[src/rtl/core/cwnc_pkg.sv]
// shared types, widths and constants of the cosine weighted neighbor count
package cwnc_pkg;

  localparam int COORD_W          = 20;
  localparam int THR_W            = COORD_W - 1;
  localparam int DIFF_W           = COORD_W + 1;
  localparam int SQ_W             = 2 * DIFF_W;
  localparam int ROOT_W           = DIFF_W;
  localparam int REM_W            = ROOT_W + 3;
  localparam int WEIGHT_FRAC_BITS = 16;
  localparam int WEIGHT_W         = WEIGHT_FRAC_BITS + 1;
  localparam int OUT_SUM_W        = 29;
  localparam int SUM_W            = 34;
  localparam int MAX_POINTS_DEF   = 4096;
  localparam int MUL_A_W          = 33;
  localparam int MUL_B_W          = 32;
  localparam int MUL_P_W          = MUL_A_W + MUL_B_W;
  localparam int CFG_ADDR_W       = 3;

  localparam logic [31:0] PI_Q30 = 32'd3373259426;
  localparam logic [30:0] Q30_ONE = 31'h4000_0000;

  typedef enum logic [CFG_ADDR_W-1:0] {
    REG_CENTER_X  = 3'd0,
    REG_CENTER_Y  = 3'd1,
    REG_CENTER_Z  = 3'd2,
    REG_LOW_THR   = 3'd3,
    REG_HIGH_THR  = 3'd4
  } cfg_reg_t;

  // horner denominators of the cosine series and floor(2^32 / k)
  localparam logic [7:0] HDEN [8] = '{8'd240, 8'd182, 8'd132, 8'd90,
                                      8'd56, 8'd30, 8'd12, 8'd2};
  localparam logic [31:0] HRECIP [8] = '{32'd17895697, 32'd23598721, 32'd32537631,
                                         32'd47721858, 32'd76695844, 32'd143165576,
                                         32'd357913941, 32'd2147483648};

endpackage

[src/rtl/core/cwnc_if.sv]
// point and result channel interfaces
interface cwnc_in_if;
  import cwnc_pkg::*;
  logic               valid;
  logic               ready;
  logic [COORD_W-1:0] point_x;
  logic [COORD_W-1:0] point_y;
  logic [COORD_W-1:0] point_z;
  logic               defined;
  logic               last_point;
  modport source (output valid, point_x, point_y, point_z, defined, last_point,
                  input ready);
  modport sink (input valid, point_x, point_y, point_z, defined, last_point,
                output ready);
endinterface

interface cwnc_out_if;
  import cwnc_pkg::*;
  logic                 valid;
  logic                 ready;
  logic [OUT_SUM_W-1:0] weight_total;
  logic                 saturated;
  modport source (output valid, weight_total, saturated, input ready);
  modport sink (input valid, weight_total, saturated, output ready);
endinterface

[src/rtl/core/cosine_weighted_neighbor_count.sv]
// top level of the cosine weighted neighbor count
// Takes one 3D point per beat and adds a cosine-shaped weight of its distance from the
// configured center to a running sum; a beat marked last returns the sum (Q16, clipped at
// MAX_POINTS) and clears it. A defined point inside the cosine band passes the accept
// step, the squares, the bit-pair square root, the threshold compare, the restoring phase
// divide, the angle, the cosine series (8 horner steps) and the rounding, and is then
// accumulated; the squares, the angle and the series share one 33x32 multiplier. A point
// outside the band skips the divide and the series, and an undefined point adds nothing.
// A last point then hands its sum to the output register, waiting while that register
// still holds an untaken result. The block takes no point while one is in flight. A finished
// result sits in the output register, so the next point is taken while it waits, unless a
// second sum is ready before the first one was taken.
module cosine_weighted_neighbor_count #(
  parameter int MAX_POINTS = cwnc_pkg::MAX_POINTS_DEF
) (
  input  logic                             clk,
  input  logic                             rst_n,
  cwnc_in_if.sink                          in_ch,
  cwnc_out_if.source                       out_ch,
  input  logic                             cfg_we,
  input  logic [cwnc_pkg::CFG_ADDR_W-1:0]  cfg_addr,
  input  logic [cwnc_pkg::COORD_W-1:0]     cfg_wdata
);
  import cwnc_pkg::*;

  localparam logic [SUM_W-1:0] SUM_LIMIT = SUM_W'(MAX_POINTS) << WEIGHT_FRAC_BITS;

  typedef enum logic [13:0] {
    S_IDLE = 14'b00000000000001,
    S_SQ   = 14'b00000000000010,
    S_SQRT = 14'b00000000000100,
    S_CMP  = 14'b00000000001000,
    S_DIV  = 14'b00000000010000,
    S_ANG  = 14'b00000000100000,
    S_Y    = 14'b00000001000000,
    S_LY2  = 14'b00000010000000,
    S_HM   = 14'b00000100000000,
    S_HR   = 14'b00001000000000,
    S_HC   = 14'b00010000000000,
    S_RND  = 14'b00100000000000,
    S_ACC  = 14'b01000000000000,
    S_OUT  = 14'b10000000000000
  } state_t;

  // configuration
  logic [COORD_W-1:0] cx_r, cy_r, cz_r;
  logic [THR_W-1:0]   lo_r, hi_r;

  always_ff @(posedge clk) begin
    if (!rst_n) begin
      cx_r <= '0; cy_r <= '0; cz_r <= '0; lo_r <= '0; hi_r <= '0;
    end else if (cfg_we) begin
      unique case (cfg_addr)
        REG_CENTER_X: cx_r <= cfg_wdata;
        REG_CENTER_Y: cy_r <= cfg_wdata;
        REG_CENTER_Z: cz_r <= cfg_wdata;
        REG_LOW_THR:  lo_r <= cfg_wdata[THR_W-1:0];
        REG_HIGH_THR: hi_r <= cfg_wdata[THR_W-1:0];
        default: ;
      endcase
    end
  end

  function automatic logic [DIFF_W-1:0] abs_diff(input logic [COORD_W-1:0] a,
                                                 input logic [COORD_W-1:0] b);
    logic [DIFF_W-1:0] d;
    d = {a[COORD_W-1], a} - {b[COORD_W-1], b};
    return d[DIFF_W-1] ? (~d + 1'b1) : d;
  endfunction

  state_t              state_r;
  logic [4:0]          cnt_r;
  logic [2:0]          k_r;
  logic                last_r;
  logic [DIFF_W-1:0]   ax_r, ay_r, az_r;
  logic [SQ_W-1:0]     sq_r;
  logic [ROOT_W-1:0]   root_r;
  logic [REM_W-1:0]    rem_r;
  logic [THR_W-1:0]    span_r, drem_r;
  logic [31:0]         t_r;
  logic [31:0]         y2_r;
  logic [30:0]         p_r;
  logic [32:0]         m_r;
  logic [WEIGHT_W-1:0] w_r;
  logic [SUM_W-1:0]    sum_r;
  logic                ovf_r;
  logic                out_valid_r;
  logic [OUT_SUM_W-1:0] out_cnt_r;
  logic                out_sat_r;

  logic [MUL_A_W-1:0] mul_a;
  logic [MUL_B_W-1:0] mul_b;
  logic [MUL_P_W-1:0] mul_p;

  cwnc_mul u_mul (.clk(clk), .a(mul_a), .b(mul_b), .p(mul_p));

  // phase fold: past a quarter period the cosine is mirrored
  logic        neg;
  logic [31:0] u_fold;
  assign neg    = t_r[31] && (|t_r[30:0]);
  assign u_fold = neg ? (~t_r + 32'd1) : t_r;

  always_comb begin
    mul_a = '0;
    mul_b = '0;
    unique case (state_r)
      S_SQ: begin
        unique case (cnt_r[1:0])
          2'd0: begin mul_a = MUL_A_W'(ax_r); mul_b = MUL_B_W'(ax_r); end
          2'd1: begin mul_a = MUL_A_W'(ay_r); mul_b = MUL_B_W'(ay_r); end
          default: begin mul_a = MUL_A_W'(az_r); mul_b = MUL_B_W'(az_r); end
        endcase
      end
      S_ANG: begin mul_a = MUL_A_W'(u_fold); mul_b = PI_Q30; end
      S_Y:   begin mul_a = MUL_A_W'(mul_p[63:32]); mul_b = mul_p[63:32]; end
      S_HM:  begin mul_a = MUL_A_W'(y2_r); mul_b = MUL_B_W'(p_r); end
      S_HR:  begin mul_a = mul_p[62:30]; mul_b = HRECIP[k_r]; end
      default: ;
    endcase
  end

  // square root step: two radicand bits per cycle
  logic [REM_W-1:0] sr_sh, sr_trial;
  assign sr_sh    = {rem_r[REM_W-3:0], sq_r[SQ_W-1:SQ_W-2]};
  assign sr_trial = {1'b0, root_r, 2'b01};

  // divide step: one quotient bit per cycle
  logic [THR_W:0] dv_sh;
  assign dv_sh = {drem_r, 1'b0};

  // horner correction: reciprocal estimate is at most two low
  logic [32:0] q0;
  logic [40:0] q0k, cr;
  logic [33:0] qc;
  logic [8:0]  kk;
  assign q0  = mul_p[64:32];
  assign q0k = 41'(q0) * 41'(HDEN[k_r]);
  assign cr  = 41'(m_r) - q0k;
  assign kk  = {HDEN[k_r], 1'b0};
  always_comb begin
    priority if (cr >= 41'(kk))        qc = 34'(q0) + 34'd2;
    else if (cr >= 41'(HDEN[k_r]))     qc = 34'(q0) + 34'd1;
    else                               qc = 34'(q0);
  end

  // rounding of twice the weight in Q2.30 down to the output weight
  logic [31:0] w31;
  assign w31 = neg ? (32'(Q30_ONE) - 32'(p_r)) : (32'(Q30_ONE) + 32'(p_r));

  logic [SUM_W-1:0] sum_add;
  assign sum_add = sum_r + SUM_W'(w_r);

  assign in_ch.ready = (state_r == S_IDLE);
  logic in_acc;
  assign in_acc = in_ch.valid && in_ch.ready;

  // output register is loaded from S_OUT once it is free or being taken
  logic out_load;
  assign out_load = (state_r == S_OUT) && (!out_valid_r || out_ch.ready);

  always_ff @(posedge clk) begin
    if (!rst_n) begin
      out_valid_r <= 1'b0;
    end else if (out_load) begin
      out_valid_r <= 1'b1;
    end else if (out_ch.ready) begin
      out_valid_r <= 1'b0;
    end
  end

  always_ff @(posedge clk) begin
    if (!rst_n) begin
      state_r     <= S_IDLE;
      cnt_r       <= '0;
      k_r         <= '0;
      last_r      <= 1'b0;
      sum_r       <= '0;
      ovf_r       <= 1'b0;
    end else begin
      unique case (state_r)
        S_IDLE: begin
          if (in_acc) begin
            last_r <= in_ch.last_point;
            if (in_ch.defined) begin
              ax_r    <= abs_diff(in_ch.point_x, cx_r);
              ay_r    <= abs_diff(in_ch.point_y, cy_r);
              az_r    <= abs_diff(in_ch.point_z, cz_r);
              sq_r    <= '0;
              cnt_r   <= '0;
              state_r <= S_SQ;
            end else if (in_ch.last_point) begin
              state_r <= S_OUT;
            end
          end
        end
        S_SQ: begin
          if (cnt_r != 5'd0) sq_r <= sq_r + SQ_W'(mul_p);
          if (cnt_r == 5'd3) begin
            rem_r   <= '0;
            root_r  <= '0;
            cnt_r   <= 5'(ROOT_W - 1);
            state_r <= S_SQRT;
          end else begin
            cnt_r <= cnt_r + 5'd1;
          end
        end
        S_SQRT: begin
          sq_r <= sq_r << 2;
          if (sr_sh >= sr_trial) begin
            rem_r  <= sr_sh - sr_trial;
            root_r <= {root_r[ROOT_W-2:0], 1'b1};
          end else begin
            rem_r  <= sr_sh;
            root_r <= {root_r[ROOT_W-2:0], 1'b0};
          end
          if (cnt_r == 5'd0) state_r <= S_CMP;
          else cnt_r <= cnt_r - 5'd1;
        end
        S_CMP: begin
          if (root_r <= ROOT_W'(lo_r)) begin
            w_r     <= WEIGHT_W'(1) << WEIGHT_FRAC_BITS;
            state_r <= S_ACC;
          end else if (root_r >= ROOT_W'(hi_r)) begin
            w_r     <= '0;
            state_r <= S_ACC;
          end else begin
            drem_r  <= root_r[THR_W-1:0] - lo_r;
            span_r  <= hi_r - lo_r;
            t_r     <= '0;
            cnt_r   <= 5'd31;
            state_r <= S_DIV;
          end
        end
        S_DIV: begin
          if (dv_sh >= {1'b0, span_r}) begin
            drem_r <= THR_W'(dv_sh - {1'b0, span_r});
            t_r    <= {t_r[30:0], 1'b1};
          end else begin
            drem_r <= dv_sh[THR_W-1:0];
            t_r    <= {t_r[30:0], 1'b0};
          end
          if (cnt_r == 5'd0) state_r <= S_ANG;
          else cnt_r <= cnt_r - 5'd1;
        end
        S_ANG: state_r <= S_Y;
        S_Y:   state_r <= S_LY2;
        S_LY2: begin
          y2_r    <= mul_p[61:30];
          p_r     <= Q30_ONE;
          k_r     <= '0;
          state_r <= S_HM;
        end
        S_HM: state_r <= S_HR;
        S_HR: begin
          m_r     <= mul_p[62:30];
          state_r <= S_HC;
        end
        S_HC: begin
          p_r <= (qc >= 34'(Q30_ONE)) ? '0 : 31'(34'(Q30_ONE) - qc);
          if (k_r == 3'd7) state_r <= S_RND;
          else begin
            k_r     <= k_r + 3'd1;
            state_r <= S_HM;
          end
        end
        S_RND: begin
          w_r     <= WEIGHT_W'((w31 + 32'(1 << 14)) >> 15);
          state_r <= S_ACC;
        end
        // saturating accumulate of the settled weight
        S_ACC: begin
          if (sum_add > SUM_LIMIT) begin
            sum_r <= SUM_LIMIT;
            ovf_r <= 1'b1;
          end else begin
            sum_r <= sum_add;
          end
          state_r <= last_r ? S_OUT : S_IDLE;
        end
        S_OUT: begin
          if (out_load) begin
            out_cnt_r   <= sum_r[OUT_SUM_W-1:0];
            out_sat_r   <= ovf_r;
            sum_r       <= '0;
            ovf_r       <= 1'b0;
            state_r     <= S_IDLE;
          end
        end
        default: state_r <= S_IDLE;
      endcase
    end
  end

  assign out_ch.valid          = out_valid_r;
  assign out_ch.weight_total   = out_cnt_r;
  assign out_ch.saturated      = out_sat_r;
endmodule

[src/rtl/core/cwnc_mul.sv]
// shared unsigned multiplier with registered product
module cwnc_mul (
  input  logic                          clk,
  input  logic [cwnc_pkg::MUL_A_W-1:0]  a,
  input  logic [cwnc_pkg::MUL_B_W-1:0]  b,
  output logic [cwnc_pkg::MUL_P_W-1:0]  p
);
  import cwnc_pkg::*;

  logic [MUL_P_W-1:0] p_r;

  always_ff @(posedge clk) begin
    p_r <= MUL_P_W'(a) * MUL_P_W'(b);
  end

  assign p = p_r;
endmodule

[src/flat_wrapper.sv]
// flat-port wrapper written by rule: the top's interface ports become plain ports
module cosine_weighted_neighbor_count_flat import cwnc_pkg::*;
#(
  parameter int MAX_POINTS = cwnc_pkg::MAX_POINTS_DEF
)
  (clk, rst_n, cfg_we, cfg_addr, cfg_wdata, in_ch_valid, in_ch_point_x, in_ch_point_y, in_ch_point_z, in_ch_defined, in_ch_last_point, in_ch_ready, out_ch_valid, out_ch_weight_total, out_ch_saturated, out_ch_ready);
  cwnc_in_if in_ch_i ();
  cwnc_out_if out_ch_i ();
  input  logic clk;
  input  logic rst_n;
  input  logic cfg_we;
  input  logic [cwnc_pkg::CFG_ADDR_W-1:0] cfg_addr;
  input  logic [cwnc_pkg::COORD_W-1:0] cfg_wdata;
  input wire logic [$bits(in_ch_i.valid)-1:0] in_ch_valid;
  input wire logic [$bits(in_ch_i.point_x)-1:0] in_ch_point_x;
  input wire logic [$bits(in_ch_i.point_y)-1:0] in_ch_point_y;
  input wire logic [$bits(in_ch_i.point_z)-1:0] in_ch_point_z;
  input wire logic [$bits(in_ch_i.defined)-1:0] in_ch_defined;
  input wire logic [$bits(in_ch_i.last_point)-1:0] in_ch_last_point;
  output wire logic [$bits(in_ch_i.ready)-1:0] in_ch_ready;
  output wire logic [$bits(out_ch_i.valid)-1:0] out_ch_valid;
  output wire logic [$bits(out_ch_i.weight_total)-1:0] out_ch_weight_total;
  output wire logic [$bits(out_ch_i.saturated)-1:0] out_ch_saturated;
  input wire logic [$bits(out_ch_i.ready)-1:0] out_ch_ready;
  assign in_ch_i.valid = in_ch_valid;
  assign in_ch_i.point_x = in_ch_point_x;
  assign in_ch_i.point_y = in_ch_point_y;
  assign in_ch_i.point_z = in_ch_point_z;
  assign in_ch_i.defined = in_ch_defined;
  assign in_ch_i.last_point = in_ch_last_point;
  assign in_ch_ready = in_ch_i.ready;
  assign out_ch_valid = out_ch_i.valid;
  assign out_ch_weight_total = out_ch_i.weight_total;
  assign out_ch_saturated = out_ch_i.saturated;
  assign out_ch_i.ready = out_ch_ready;
  cosine_weighted_neighbor_count #(.MAX_POINTS(MAX_POINTS)) u_core (.clk(clk), .rst_n(rst_n), .in_ch(in_ch_i), .out_ch(out_ch_i), .cfg_we(cfg_we), .cfg_addr(cfg_addr), .cfg_wdata(cfg_wdata));
endmodule
[config.mk]
export PLATFORM = sky130hd
export DESIGN_NAME = cosine_weighted_neighbor_count_flat
export DESIGN_NICKNAME = d
export VERILOG_FILES = /design/src/rtl/core/cwnc_pkg.sv /design/src/rtl/core/cwnc_if.sv /design/src/rtl/core/cosine_weighted_neighbor_count.sv /design/src/rtl/core/cwnc_mul.sv /design/src/flat_wrapper.sv
export SDC_FILE = /design/constraint.sdc
export NUM_CORES = 2
export LEC_CHECK = 0
export BUFFER_PORTS_ARGS = -buffer_cell sky130_fd_sc_hd__buf_4
export CAP_MARGIN = 25
export CORE_UTILIZATION = 60
export CTS_CLUSTER_DIAMETER = 60
export DETAILED_ROUTE_END_ITERATION = 12
export PLACE_DENSITY_LB_ADDON = 0.2
export SETUP_SLACK_MARGIN = 0.5
export SLEW_MARGIN = 5
export SYNTH_ARGS = -nofsm -noshare
export SYNTH_HDL_FRONTEND = slang
export SYNTH_HIERARCHICAL = 1
export SYNTH_SLANG_ARGS = --single-unit
[constraint.sdc]
create_clock -name clk -period 14.13 [get_ports clk]
set_input_delay 1.413 -clock clk [delete_from_list [all_inputs] [get_ports clk]]
set_output_delay 1.413 -clock clk [all_outputs]
set_load 0.01 [all_outputs]
==> flow_metrics.py <==
metrics = {
    "critical_path": {
        "worst_setup_sp_type": "flip-flop",
        "most_common_cell_on_crit_path": "sky130_fd_sc_hd__fa_1",
        "critical-path-max-stage-delay_ns": 0.72,
        "crit_fanout": 20,
        "cp_slowest_cell": "sky130_fd_sc_hd__o21ai_2",
        "worst-endpoint-arrival_ns": 12.46,
        "r2r_cells": 32,
        "worst-endpoint-required_ns": 14.75,
        "setup.worst_path.class": "flip-flop to flip-flop",
        "timing.critical_path.to_type": "flip-flop",
    },
    "die": {
        "placeableCoreArea_um2": 130000,
        "floorplan.io_pins": 122,
        "floorplan.die_area_um2": 133000,
        "rows": 132,
        "die_height_um": 364,
        "effective_utilization_at_floorplan": 0.606,
        "die_w_um": 364,
    },
    "global_routing": {
        "via_count_of_the_first_global_routing_pass": 64480,
        "grt_overflow_total": 0,
        "number_of_antenna_violations_at_the_first_check_in_global_routing": 8,
        "wire_length_of_the_first_global_routing_pass_um": 355000,
        "globalRouteTotalUtil": 0.344,
        "maximum_number_of_pins_on_one_net_before_global_route_repair": 92,
    },
    "timing": {
        "timing.fmax_mhz": 84.4,
        "slew_viol_final": 0,
        "finalHoldViolCount": 0,
        "setup-tns-final_ns": 0,
        "period_needed_ns": 11.84,
        "rsz0062_at_grt": "false",
        "tightest_slew_ns": 1.04,
        "setup_viol": 0,
        "clock-skew-final_ns": 0.0365,
        "timing.slew.headroom": 0.300,
        "period_share": 0.838,
    },
    "yosys": {
        "synth-async-reset-ratio": 0,
        "synth-edff-count": 361,
        "syn_avg_cell_area_um2": 8.86,
        "synth.top_cell.area_share": 0.285,
        "synthesis.nets": 10714,
        "synth.yosys.warnings": 6,
        "synth_cell_types": 112,
        "yosysSeqAreaShare": 0.194,
        "synthFlopType": "sky130_fd_sc_hd__edfxtp_1",
        "post_synth_instance_area_um2": 78800,
        "synth_largest_area_cell": "sky130_fd_sc_hd__fa_1",
        "yosys-top-cells-area": "sky130_fd_sc_hd__fa_1 28%, sky130_fd_sc_hd__edfxtp_1 14%, sky130_fd_sc_hd__ha_1 9.7%",
        "ys_ff_latch": 583,
        "post_synthesis_cell_count": 8893,
    },
    "place": {
        "placed_cells": 10434,
        "globalplace.congestion": 0.989,
        "dpl.hpwl_um": 173000,
        "place.port_buffers": 121,
    },
    "power_and_ir_drop": {
        "power.leakage_nw": 37.8,
        "ir_drop_uv": 104,
        "sequential_group_share_of_total_power": 0.398,
        "power_switching_share": 0.315,
        "power.share.clock": 0.415,
        "comb_power_share": 0.186,
        "internal_power_mw": 3.35,
        "cell_pwr_density_nw_per_um2": 58.2,
        "p_switching_mw": 1.54,
    },
    "cts": {
        "post-cts-setup-buffers": 0,
        "post_cts_hold_buffer_count": 0,
        "cts_num_sinks": 583,
        "ctsLongestPathBuffers": 3,
        "cts_root_buf": "sky130_fd_sc_hd__clkbuf_16",
        "ctsHtreeMaxLevel": 3,
        "numCtsBuffers": 77,
        "clock_insertion_delay_worst_skew_ns": 0.70,
        "path_clk_slew_ns": 0.06,
        "post_cts_resize_count": 0,
        "tritoncts_clock_tree": "built",
    },
    "route": {
        "avgViaCountPerCell": 5.94,
        "number_of_detailed_routing_iterations_run_before_antenna_repair": 8,
        "vias": 62870,
        "routedWlPerCell_um": 21.2,
        "drc_errors": 0,
        "initial_detailed_routing_violation_count": 5472,
        "final_antenna_net_count": 0,
        "drt-total-wl_um": 224000,
    },
    "min_path": {
        "holdCritPathClass": "flip-flop to flip-flop",
        "whs_path_depth": 2,
    },
    "final_layout": {
        "multi_input_area_um2": 56800,
        "final_util": 0.647,
        "final.fill_count": 10841,
        "post_layout_nonfiller_instances": 10579,
        "final_layout_size_suffix_gt1_frac": 0.0578,
        "seqCellArea_um2": 15300,
        "finalNetCount": 10594,
        "synthesis_to_finish_area_growth_pct": 6.64,
    },
    "run_status": {
        "run_status": "finished clean",
    },
    "run": {
        "max-cap-violations": 0,
    },
}
-- routing by layer --
metal | wire length (µm) | track usage | vias up
met5 | 50 | 0 | -
met4 | 9290 | 0.137 | 8
met3 | 19600 | 0.0688 | 531
met2 | 103000 | 0.552 | 2649
met1 | 92300 | 0.457 | 31295
li1 | - | - | 28387
-- flip-flops by register name (all words and copies together), names as in the netlist, 29 cells and up --
signal and flops:
u_core/m_r 33, u_core/u_mul/p 65, u_core/sq_r 42, u_core/p_r 31, u_core/y2_r 32, u_core/sum_r 34
u_core/t_r 32, u_core/out_ch.weight_total 29
-- per-stage QoR --
stage | setup WS, ns | power, mW | cell area (µm²) | hold WS, ns
2_1_floorplan | 3.81 | 2.52 | 78800 | 0.406
3_3_place_gp | 2.79 | 2.84 | 81300 | 0.441
3_5_place_dp | 2.48 | 2.87 | 81400 | 0.447
4_1_cts | 2.46 | 4.90 | 84000 | 0.455
5_1_grt | 1.78 | 5.06 | 84100 | 0.471
6_report | 2.29 | 4.89 | 84100 | 0.454
-- path summary, 6_finish.rpt --
kind	startpoint	to	slack, ns
setup / recovery	u_core/t_r[2]	u_core/u_mul/p[51]	2.29
hold / removal	u_core/cx_r[8]	u_core/cx_r[8]	0.45
hold reg to reg	u_core/cx_r[8]	u_core/cx_r[8]	0.45
setup reg to reg	u_core/t_r[2]	u_core/u_mul/p[51]	2.29
-- placed cells by master (no fill, tap or decap), types with 237 or more instances in the layout --
cell | synthesis | final
sky130_fd_sc_hd__a21oi_1 | 455 | 453
sky130_fd_sc_hd__and2_1 | 609 | 609
sky130_fd_sc_hd__buf_4 | 1 | 237
sky130_fd_sc_hd__edfxtp_1 | 361 | 361
sky130_fd_sc_hd__fa_1 | 1122 | 1122
sky130_fd_sc_hd__ha_1 | 609 | 609
sky130_fd_sc_hd__inv_1 | 1425 | 1425
sky130_fd_sc_hd__nand2_1 | 1294 | 1288
sky130_fd_sc_hd__nor2_1 | 432 | 427
sky130_fd_sc_hd__o21ai_0 | 316 | 285
-- critical path: cells and delay by family (launching register included) --
kind / cells / cell delay, ns
compound gates: 8 / 3.00
flops: 1 / 0.47
buf+inv: 5 / 0.92
xor+xnor: 2 / 0.31
fa+ha+maj: 9 / 4.10
simple gates: 8 / 2.93
-- synthesized netlist by cell type, types with 51 or more instances --
| cell | count |
|---|---|
| sky130_fd_sc_hd__inv_1 | 1425 |
| sky130_fd_sc_hd__nand2_1 | 1294 |
| sky130_fd_sc_hd__fa_1 | 1122 |
| sky130_fd_sc_hd__and2_1 | 609 |
| sky130_fd_sc_hd__ha_1 | 609 |
| sky130_fd_sc_hd__a21oi_1 | 455 |
| sky130_fd_sc_hd__nor2_1 | 432 |
| sky130_fd_sc_hd__clkbuf_1 | 415 |
| sky130_fd_sc_hd__edfxtp_1 | 361 |
| sky130_fd_sc_hd__o21ai_0 | 316 |
| sky130_fd_sc_hd__xnor2_1 | 229 |
| sky130_fd_sc_hd__dfxtp_1 | 222 |
| sky130_fd_sc_hd__xor2_1 | 152 |
| sky130_fd_sc_hd__nor3_1 | 109 |
| sky130_fd_sc_hd__a21o_1 | 88 |
| sky130_fd_sc_hd__nand3_1 | 78 |
| sky130_fd_sc_hd__nand4_1 | 74 |
| sky130_fd_sc_hd__and3_1 | 53 |
| sky130_fd_sc_hd__nor2b_1 | 51 |
-- power groups by stage --
stage | Combinational [mW] | Sequential, mW | Clock, mW
after global routing | 0.977 | 1.96 | 2.13
after floorplan | 0.558 | 1.96 | 0
final | 0.911 | 1.95 | 2.03
after CTS | 0.888 | 1.95 | 2.06
after global placement | 0.862 | 1.98 | 0
after detailed placement | 0.883 | 1.98 | 0
-- kinds of logic (layout without fill, tap and decap cells) --
logic type               Yosys count  after routing  synth area share
multiplexers                      40             40           0.00519
AND/OR/NAND/NOR                 2927           2927             0.177
flip-flops                       583            583             0.194
other                              0              2                 0
XOR/XNOR                         381            381            0.0423
AO/OA/AOI/OAI                   1365           1365             0.110
buffers and inverters           1866           1808            0.0893
adder cells (fa/ha/maj)         1731           1731             0.382
-- area by class of cell --
| class | instances | area share |
|---|---|---|
| multi-input combinational | 6444 | 0.675 |
| tap | 1742 | 0.0259 |
| timing repair buffer | 240 | 0.0216 |
| clock buffer | 89 | 0.0246 |
| antenna | 2 | 0.0000595 |
| inverter | 1427 | 0.0638 |
| clock inverter | 52 | 0.00712 |
| sequential | 583 | 0.182 |
Note: power is estimated with default switching activity, not from simulation.
